**src/design/polynomial_rolling_string_hash_assert.svh**
```systemverilog
// Assertion macros for the rolling string hash block.
// Used by polynomial_rolling_string_hash.sv; expects i_clk and i_rst_n in scope.
`ifndef POLYNOMIAL_ROLLING_STRING_HASH_ASSERT_SVH
`define POLYNOMIAL_ROLLING_STRING_HASH_ASSERT_SVH

// Condition and consequence checked in the same cycle.
`define PRSH_ASSERT_SAME(lbl, ante, cons, msg) \
    lbl: assert property (@(posedge i_clk) disable iff (!i_rst_n) (ante) |-> (cons)) \
        else $error(msg);

// Consequence checked in the cycle after the condition.
`define PRSH_ASSERT_NEXT(lbl, ante, cons, msg) \
    lbl: assert property (@(posedge i_clk) disable iff (!i_rst_n) (ante) |=> (cons)) \
        else $error(msg);

`endif

```
**src/design/prsh_pkg.sv**
```systemverilog
// Shared types and constants of the rolling string hash block.
// No dependencies; used by the channel interfaces and the top level.
package prsh_pkg;

    localparam int LetterW = 7;
    localparam int HashW   = 30;
    localparam int TsizeW  = 31;
    localparam int DigitW  = 5;
    localparam int CntW    = 5;

    localparam logic [TsizeW-1:0]  HashMod    = 31'd1000000009;
    localparam logic [LetterW-1:0] LetterA    = 7'd97;
    localparam logic [LetterW-1:0] LetterZ    = 7'd122;
    localparam logic [LetterW-1:0] LetterBias = 7'd96;
    localparam logic [TsizeW-1:0]  TsizeReset = 31'd97;

    // One step per bit of the letter value, one step per bit of the raw hash.
    localparam logic [CntW-1:0] MacLast = CntW'(DigitW - 1);
    localparam logic [CntW-1:0] DivLast = CntW'(HashW - 1);

    typedef enum logic [1:0] {
        S_IDLE,
        S_MAC,
        S_DIV,
        S_OUT
    } t_state;

    // Sum of two residues, reduced once; both operands are below the modulus.
    function automatic logic [HashW-1:0] mod_add(input logic [HashW-1:0] a,
                                                 input logic [HashW-1:0] b);
        logic [TsizeW-1:0] s;
        s = {1'b0, a} + {1'b0, b};
        if (s >= HashMod) begin
            s = s - HashMod;
        end
        return s[HashW-1:0];
    endfunction

endpackage

```
**src/design/prsh_if.sv**
```systemverilog
// Valid/ready channel interfaces for letters in and hash results out.
// Depends on prsh_pkg for the field widths.
interface prsh_in_if;
    logic                          valid;
    logic                          ready;
    logic [prsh_pkg::LetterW-1:0]  letter;
    logic                          last_letter;

    modport source (output valid, letter, last_letter, input ready);
    modport sink   (input valid, letter, last_letter, output ready);
endinterface

interface prsh_out_if;
    logic                          valid;
    logic                          ready;
    logic [prsh_pkg::HashW-1:0]    raw_hash;
    logic [prsh_pkg::TsizeW-1:0]   bucket_index;

    modport source (output valid, raw_hash, bucket_index, input ready);
    modport sink   (input valid, raw_hash, bucket_index, output ready);
endinterface

```
**src/design/polynomial_rolling_string_hash.sv**
```systemverilog
// Polynomial rolling string hash, base 31, modulo 1000000009. A letter is taken in S_IDLE and
// then passes a bit-serial multiply in S_MAC that walks the letter value one bit per cycle
// while doubling the power, so both the hash and the next power come from three narrow
// modular adders. A last letter adds a restoring division in S_DIV, one bit of the raw hash
// per cycle, against table_size, and S_OUT then loads the result register; a table size
// of 0 returns the raw hash as bucket index. Letters outside 'a' to 'z' leave the hash alone
// and skip the multiply. The result register lets the next string start while a result
// waits. Depends on prsh_pkg, prsh_if.sv and the assertion header.
`include "polynomial_rolling_string_hash_assert.svh"

module polynomial_rolling_string_hash (
    input  logic                         i_clk,
    input  logic                         i_rst_n,
    prsh_in_if.sink                      i_in,
    prsh_out_if.source                   o_out,
    input  logic                         i_cfg_we,
    input  logic [prsh_pkg::TsizeW-1:0]  i_cfg_data
);
    import prsh_pkg::*;

    t_state              r_state, n_state;
    logic [HashW-1:0]    r_hash, n_hash;
    logic [HashW-1:0]    r_pow, n_pow;
    logic [HashW-1:0]    r_pacc, n_pacc;
    logic [DigitW-1:0]   r_dig, n_dig;
    logic [CntW-1:0]     r_cnt, n_cnt;
    logic                r_last, n_last;
    logic [HashW-1:0]    r_quo, n_quo;
    logic [TsizeW-1:0]   r_rem, n_rem;
    logic [TsizeW-1:0]   r_tsize;
    logic                r_ov, n_ov;
    logic [HashW-1:0]    r_raw;
    logic [TsizeW-1:0]   r_bkt;

    logic                in_ready, accept, letter_ok;
    logic                mac_step, mac_last, div_step, div_start, ld_out, slot_free;
    logic [DigitW-1:0]   dig_full;
    logic [TsizeW:0]     trial;

    assign accept    = i_in.valid && in_ready;
    assign letter_ok = i_in.letter inside {[LetterA:LetterZ]};
    assign dig_full  = DigitW'(i_in.letter - LetterBias);
    assign slot_free = !r_ov || o_out.ready;

    // Next state.
    always_comb begin
        n_state = r_state;
        case (r_state)
            S_IDLE: begin
                if (accept) begin
                    if (letter_ok) begin
                        n_state = S_MAC;
                    end else if (i_in.last_letter) begin
                        n_state = S_DIV;
                    end
                end
            end
            S_MAC: begin
                if (r_cnt == MacLast) begin
                    n_state = r_last ? S_DIV : S_IDLE;
                end
            end
            S_DIV: begin
                if (r_cnt == DivLast) begin
                    n_state = S_OUT;
                end
            end
            S_OUT: begin
                if (slot_free) begin
                    n_state = S_IDLE;
                end
            end
            default: n_state = S_IDLE;
        endcase
    end

    // Control decode.
    always_comb begin
        in_ready = 1'b0;
        mac_step = 1'b0;
        div_step = 1'b0;
        ld_out   = 1'b0;
        case (r_state)
            S_IDLE:  in_ready = 1'b1;
            S_MAC:   mac_step = 1'b1;
            S_DIV:   div_step = 1'b1;
            S_OUT:   ld_out   = slot_free;
            default: in_ready = 1'b0;
        endcase
    end

    assign mac_last  = mac_step && (r_cnt == MacLast);
    assign div_start = (accept && !letter_ok && i_in.last_letter) || (mac_last && r_last);

    // Datapath next values.
    always_comb begin
        n_hash = r_hash;
        n_pow  = r_pow;
        n_pacc = r_pacc;
        n_dig  = r_dig;
        n_cnt  = r_cnt;
        n_last = r_last;
        n_quo  = r_quo;
        n_rem  = r_rem;
        trial  = '0;

        if (accept) begin
            n_dig  = dig_full;
            n_last = i_in.last_letter;
            n_pacc = '0;
            n_cnt  = '0;
        end

        // r_pow doubles each step but the last, where it takes r_pacc, the sum of the doublings, 31 * power.
        if (mac_step) begin
            if (r_dig[0]) begin
                n_hash = mod_add(r_hash, r_pow);
            end
            n_pacc = mod_add(r_pacc, r_pow);
            n_pow  = mac_last ? n_pacc : mod_add(r_pow, r_pow);
            n_dig  = r_dig >> 1;
            n_cnt  = r_cnt + 1'b1;
        end

        if (div_start) begin
            n_quo = n_hash;
            n_rem = '0;
            n_cnt = '0;
        end

        // With a table size of zero the subtraction removes nothing and the raw hash
        // shifts through into the remainder unchanged.
        if (div_step) begin
            trial = {r_rem, r_quo[HashW-1]};
            if (trial >= {1'b0, r_tsize}) begin
                trial = trial - {1'b0, r_tsize};
            end
            n_rem = trial[TsizeW-1:0];
            n_quo = r_quo << 1;
            n_cnt = r_cnt + 1'b1;
        end

        if (ld_out) begin
            n_hash = '0;
            n_pow  = HashW'(1);
        end

        if (ld_out) begin
            n_ov = 1'b1;
        end else if (o_out.ready) begin
            n_ov = 1'b0;
        end else begin
            n_ov = r_ov;
        end
    end

    always_ff @(posedge i_clk) begin
        if (!i_rst_n) begin
            r_state <= S_IDLE;
            r_hash  <= '0;
            r_pow   <= HashW'(1);
            r_cnt   <= '0;
            r_last  <= 1'b0;
            r_ov    <= 1'b0;
            r_tsize <= TsizeReset;
        end else begin
            r_state <= n_state;
            r_hash  <= n_hash;
            r_pow   <= n_pow;
            r_cnt   <= n_cnt;
            r_last  <= n_last;
            r_ov    <= n_ov;
            if (i_cfg_we) begin
                r_tsize <= i_cfg_data;
            end
        end
    end

    always_ff @(posedge i_clk) begin
        r_pacc <= n_pacc;
        r_dig  <= n_dig;
        r_quo  <= n_quo;
        r_rem  <= n_rem;
        if (ld_out) begin
            r_raw <= r_hash;
            r_bkt <= r_rem;
        end
    end

    assign i_in.ready         = in_ready;
    assign o_out.valid        = r_ov;
    assign o_out.raw_hash     = r_raw;
    assign o_out.bucket_index = r_bkt;

    `PRSH_ASSERT_SAME(a_residues, 1'b1, (r_hash < HashMod[HashW-1:0]) && (r_pow < HashMod[HashW-1:0]), "hash or power left the residue range")
    `PRSH_ASSERT_NEXT(a_restart, ld_out, (r_hash == '0) && (r_pow == HashW'(1)) && r_ov, "string did not restart after its result")
    `PRSH_ASSERT_NEXT(a_div_end, (r_state == S_DIV) && (r_cnt == DivLast), r_state == S_OUT, "division did not end after the last hash bit")

endmodule
```
**src/flat_wrapper.sv**
```systemverilog
// flat-port wrapper written by rule: the top's interface ports become plain ports
module polynomial_rolling_string_hash_flat import prsh_pkg::*;
  (i_clk, i_rst_n, i_cfg_we, i_cfg_data, i_in_valid, i_in_letter, i_in_last_letter, i_in_ready, o_out_valid, o_out_raw_hash, o_out_bucket_index, o_out_ready);
  prsh_in_if i_in_i ();
  prsh_out_if o_out_i ();
  input  logic i_clk;
  input  logic i_rst_n;
  input  logic i_cfg_we;
  input  logic [prsh_pkg::TsizeW-1:0] i_cfg_data;
  input wire logic [$bits(i_in_i.valid)-1:0] i_in_valid;
  input wire logic [$bits(i_in_i.letter)-1:0] i_in_letter;
  input wire logic [$bits(i_in_i.last_letter)-1:0] i_in_last_letter;
  output wire logic [$bits(i_in_i.ready)-1:0] i_in_ready;
  output wire logic [$bits(o_out_i.valid)-1:0] o_out_valid;
  output wire logic [$bits(o_out_i.raw_hash)-1:0] o_out_raw_hash;
  output wire logic [$bits(o_out_i.bucket_index)-1:0] o_out_bucket_index;
  input wire logic [$bits(o_out_i.ready)-1:0] o_out_ready;
  assign i_in_i.valid = i_in_valid;
  assign i_in_i.letter = i_in_letter;
  assign i_in_i.last_letter = i_in_last_letter;
  assign i_in_ready = i_in_i.ready;
  assign o_out_valid = o_out_i.valid;
  assign o_out_raw_hash = o_out_i.raw_hash;
  assign o_out_bucket_index = o_out_i.bucket_index;
  assign o_out_i.ready = o_out_ready;
  polynomial_rolling_string_hash u_core (.i_clk(i_clk), .i_rst_n(i_rst_n), .i_in(i_in_i), .o_out(o_out_i), .i_cfg_we(i_cfg_we), .i_cfg_data(i_cfg_data));
endmodule
```
**config.mk**
```make
export PLATFORM = sky130hd
export DESIGN_NAME = polynomial_rolling_string_hash_flat
export DESIGN_NICKNAME = d
export VERILOG_FILES = /design/src/design/prsh_pkg.sv /design/src/design/prsh_if.sv /design/src/design/polynomial_rolling_string_hash.sv /design/src/flat_wrapper.sv
export VERILOG_INCLUDE_DIRS = /design/src /design/src/design
export SDC_FILE = /design/constraint.sdc
export NUM_CORES = 1
export LEC_CHECK = 0
export BUFFER_PORTS_ARGS = -buffer_cell sky130_fd_sc_hd__buf_2
export CAP_MARGIN = 30
export CORE_ASPECT_RATIO = 0.7
export CORE_MARGIN = 2
export CORE_UTILIZATION = 50
export CTS_CLUSTER_SIZE = 20
export DETAILED_ROUTE_END_ITERATION = 16
export GPL_TIMING_DRIVEN = 0
export PLACE_DENSITY = 0.69
export REMOVE_ABC_BUFFERS = 1
export SLEW_MARGIN = 10
export SYNTH_ARGS = -nofsm -noshare
export SYNTH_HDL_FRONTEND = slang
export SYNTH_SLANG_ARGS = --single-unit
```
**constraint.sdc**
```tcl
create_clock -name i_clk -period 5.1 [get_ports i_clk]
set_input_delay 1.02 -clock i_clk [delete_from_list [all_inputs] [get_ports i_clk]]
set_output_delay 1.02 -clock i_clk [all_outputs]
set_load 0.01 [all_outputs]
```
==> results.ini <==
[run_status]
status = finished, final reports clean

[yosys]
synth_area_leaders = edfxtp_1, dfxtp_1, ha_1, nor2_1, a21oi_1
synth_top_area_share = 0.261
synth_cells = 2022
ys_seq_area_frac = 0.375
ys_warn_count = 0
yosys.area.top_type = edfxtp_1
synth.distinct_cells = 86
syn_area_um2 = 17900
synth_edf_count = 155
ys_ff_latch = 257
avgSynthCellArea_um2 = 8.83
synth_ff_type = edfxtp_1
synthArstFlopShare = 0

[power_and_ir_drop]
p_leak_nw = 7.87
power.internal_mw = 4.04
power_frac_seq = 0.422
p_sw_mw = 1.76
clkPwrFrac = 0.352
swShare = 0.304
p_comb_frac = 0.226
ir_drop_mv = 0.258
p_per_area_nw_per_um2 = 290
total_power_mw = 5.80

[layout]
diodes = 0
drive_gt1_frac = 0.108
final_common_cell = nor2_1
final_cell_mix = nor2_1, edfxtp_1, nand2_1, a21oi_1, buf_2
layout.nets = 2223
areaGrowthSynthToFinish_pct = 11.9

[timing]
final_hold_viol_count = 0
slew_viol_final = 0
relSlewSlack = 0.324
period_needed_ns = 4.86
fin_skew_ns = 0.0138
fmax_ghz = 0.206
rsz0062_at_grt = false
layout_setup_ws_ns = 0.243
tightestPinTransition_ns = 1.01
setup_viol = 0
period_share = 0.952

[clocking]
root_buffer = clkbuf_16
holdBufCountCts = 0
clock-sinks = 257
cts.repair.resized = 0
numCtsBuffers = 26
htreeDepth = 1
cts_tree = built
clk_path_buf_depth = 3
clock_latency_ns = 0.56
clkTransAtPathRegs_ns = 0.06
postCtsSetupBuffers = 0

[global_route]
antenna_found_initial = 1
grt_pass1_wl_um = 82200
overflow = 0
grt_max_degree = 66
track_usage = 0.276
grt_pass1_vias = 14700

[run]
max_cap_violations = 0

[setup_path]
crit_start = u_core.r_pow[20]$_SDFFE_PP0P_
required_ns = 5.37
critPathSlowestCell = dfxtp_1
reg2reg_setup_slack_ns = 0.24
cp_max_fo = 10
endpoint_kind = register
worstPathCellList = ha_1, a21oi_1, o21ai_0, a311oi_1, o21ai_1, xnor2_1, a21boi_1, o41ai_4, nand2_2, nor3_1, xnor2_1, o21ai_0
worstSetupStartpointType = register
r2r-start = u_core.r_pow[20]$_SDFFE_PP0P_
rr_worst_depth = 12
setup.worst_path.class = reg -> reg
reg2reg_to = u_core.r_quo[15]$_DFFE_PP_
cp_slowest_stage_delay_ns = 0.65
arrival_ns = 5.13

[routing]
ant_nets = 0
first_pass_iters = 6
drt_wl_total_um = 52100
drcViolationCount = 0
vias = 16100
vias_per_cell = 6.29
wl_per_cell_um = 20.3
drt-initial-drc-count = 1584

[placement]
dp_hpwl_um = 39300
numPortBuffers = 106
place_congestion = 0.924
dp_slack_ns = 0.0674

[floorplan]
die_x_um = 230
die_area_um2 = 37300
boundaryPins = 107
core_um2 = 34900
die_y_um = 162
row_count = 57
start_util = 0.511

[hold_path]
hold_path_class = reg -> reg
hp-start = u_core.r_rem[30]$_SDFFCE_PN0P_
hold_end = u_core.o_out.bucket_index[30]$_DFFE_PP_
min_path_cells = 0

## synth_stat cells (18+ instances only)
library cell / count
nand4_1: 23
dfxtp_1: 102
o21ai_0: 94
inv_1: 74
o211ai_1: 26
buf_2: 21
ha_1: 99
a31oi_1: 25
nor3_1: 54
a21o_1: 41
edfxtp_1: 155
mux2i_1: 60
a211oi_1: 34
a22oi_1: 18
nor2b_1: 46
clkbuf_1: 70
and3_1: 20
nand2_1: 154
nor2_1: 210
nand2b_1: 25
and2_1: 24
a21oi_1: 147
nand3_1: 83
xnor2_1: 70
xor2_1: 66
## sequential cells by signal, summed over array words and instances (netlist names)
name and cells:
u_core.o_out.bucket_index 31, u_core.o_out.raw_hash 30, u_core.o_out.valid 1, u_core.r_cnt 5, u_core.r_dig 5, u_core.r_hash 30, u_core.r_last 1, u_core.r_pacc 30
u_core.r_pow 30, u_core.r_quo 30, u_core.r_rem 31, u_core.r_state 2, u_core.r_tsize 31
## logic make-up (layout without fill, tap and decap cells)
logic type | count (synthesis) | count (layout) | share of synthesized area
AO/OA/AOI/OAI | 578 | 578 | 0.218
XOR/XNOR | 136 | 136 | 0.0667
adder cells (fa/ha/maj) | 102 | 102 | 0.0727
buffers and inverters | 174 | 248 | 0.0389
flip-flops | 257 | 257 | 0.375
multiplexers | 62 | 62 | 0.0349
AND/OR/NAND/NOR | 713 | 713 | 0.194
## critical path, delay by kind of cell (launching register included)
kind            cells  cell delay, ns
compound gates      7            2.16
simple gates        2            0.75
flops               1            0.65
xor+xnor            2            0.57
fa+ha+maj           1            0.41
## cell type report
| type | instances | area [um2] |
|---|---|---|
| clock buffer | 38 | 767 |
| clock inverter | 9 | 130 |
| inverter | 74 | 278 |
| tap | 472 | 591 |
| fill | 3129 | 15000 |
| sequential | 257 | 6700 |
| timing repair buffer | 127 | 897 |
| multi-input combinational | 1591 | 10600 |
## per-stage QoR
step	utilization	cells	cell area [um2]	hold WS (ns)	TNS [ns]
after global routing	0.572	2568	20000	0.490	0
after global placement	0.531	2500	18600	0.453	-357.01
after detailed placement	0.543	2518	19000	0.458	0
final	0.572	2568	20000	0.472	0
after CTS	0.569	2565	19900	0.471	0
after floorplan	-	1922	17400	0.428	-6.19
## layer usage
metal,share of wire,GRT usage,vias up
met2,0.39,0.378,728
met1,0.48,0.433,7723
met5,0,0,-
met4,0.017,0.0493,0
li1,-,-,7624
met3,0.11,0.0715,65
## power groups by stage
stage,Sequential [mW],Clock (mW),Combinational [mW]
3_5_place_dp,2.49,0,1.27
6_report,2.45,2.04,1.31
4_1_cts,2.45,2.07,1.28
3_3_place_gp,2.49,0,1.20
5_1_grt,2.46,2.14,1.45
2_1_floorplan,2.46,0,0.915
## worst max-delay path by stage
| stage | to | cells after the start |
|---|---|---|
| 4_1_cts | u_core.r_quo[13]$_DFFE_PP_ | 15 |
| 3_3_place_gp | u_core.r_pow[7]$_SDFFE_PP0P_ | 8 |
| 2_1_floorplan | u_core.r_pow[10]$_SDFFE_PP0P_ | 6 |
| 3_5_place_dp | u_core.r_quo[13]$_DFFE_PP_ | 15 |
| 6_report | u_core.r_quo[15]$_DFFE_PP_ | 12 |
| 5_1_grt | u_core.r_pacc[13]$_SDFFCE_PN0P_ | 15 |
Power figures use the tool's default switching activity.
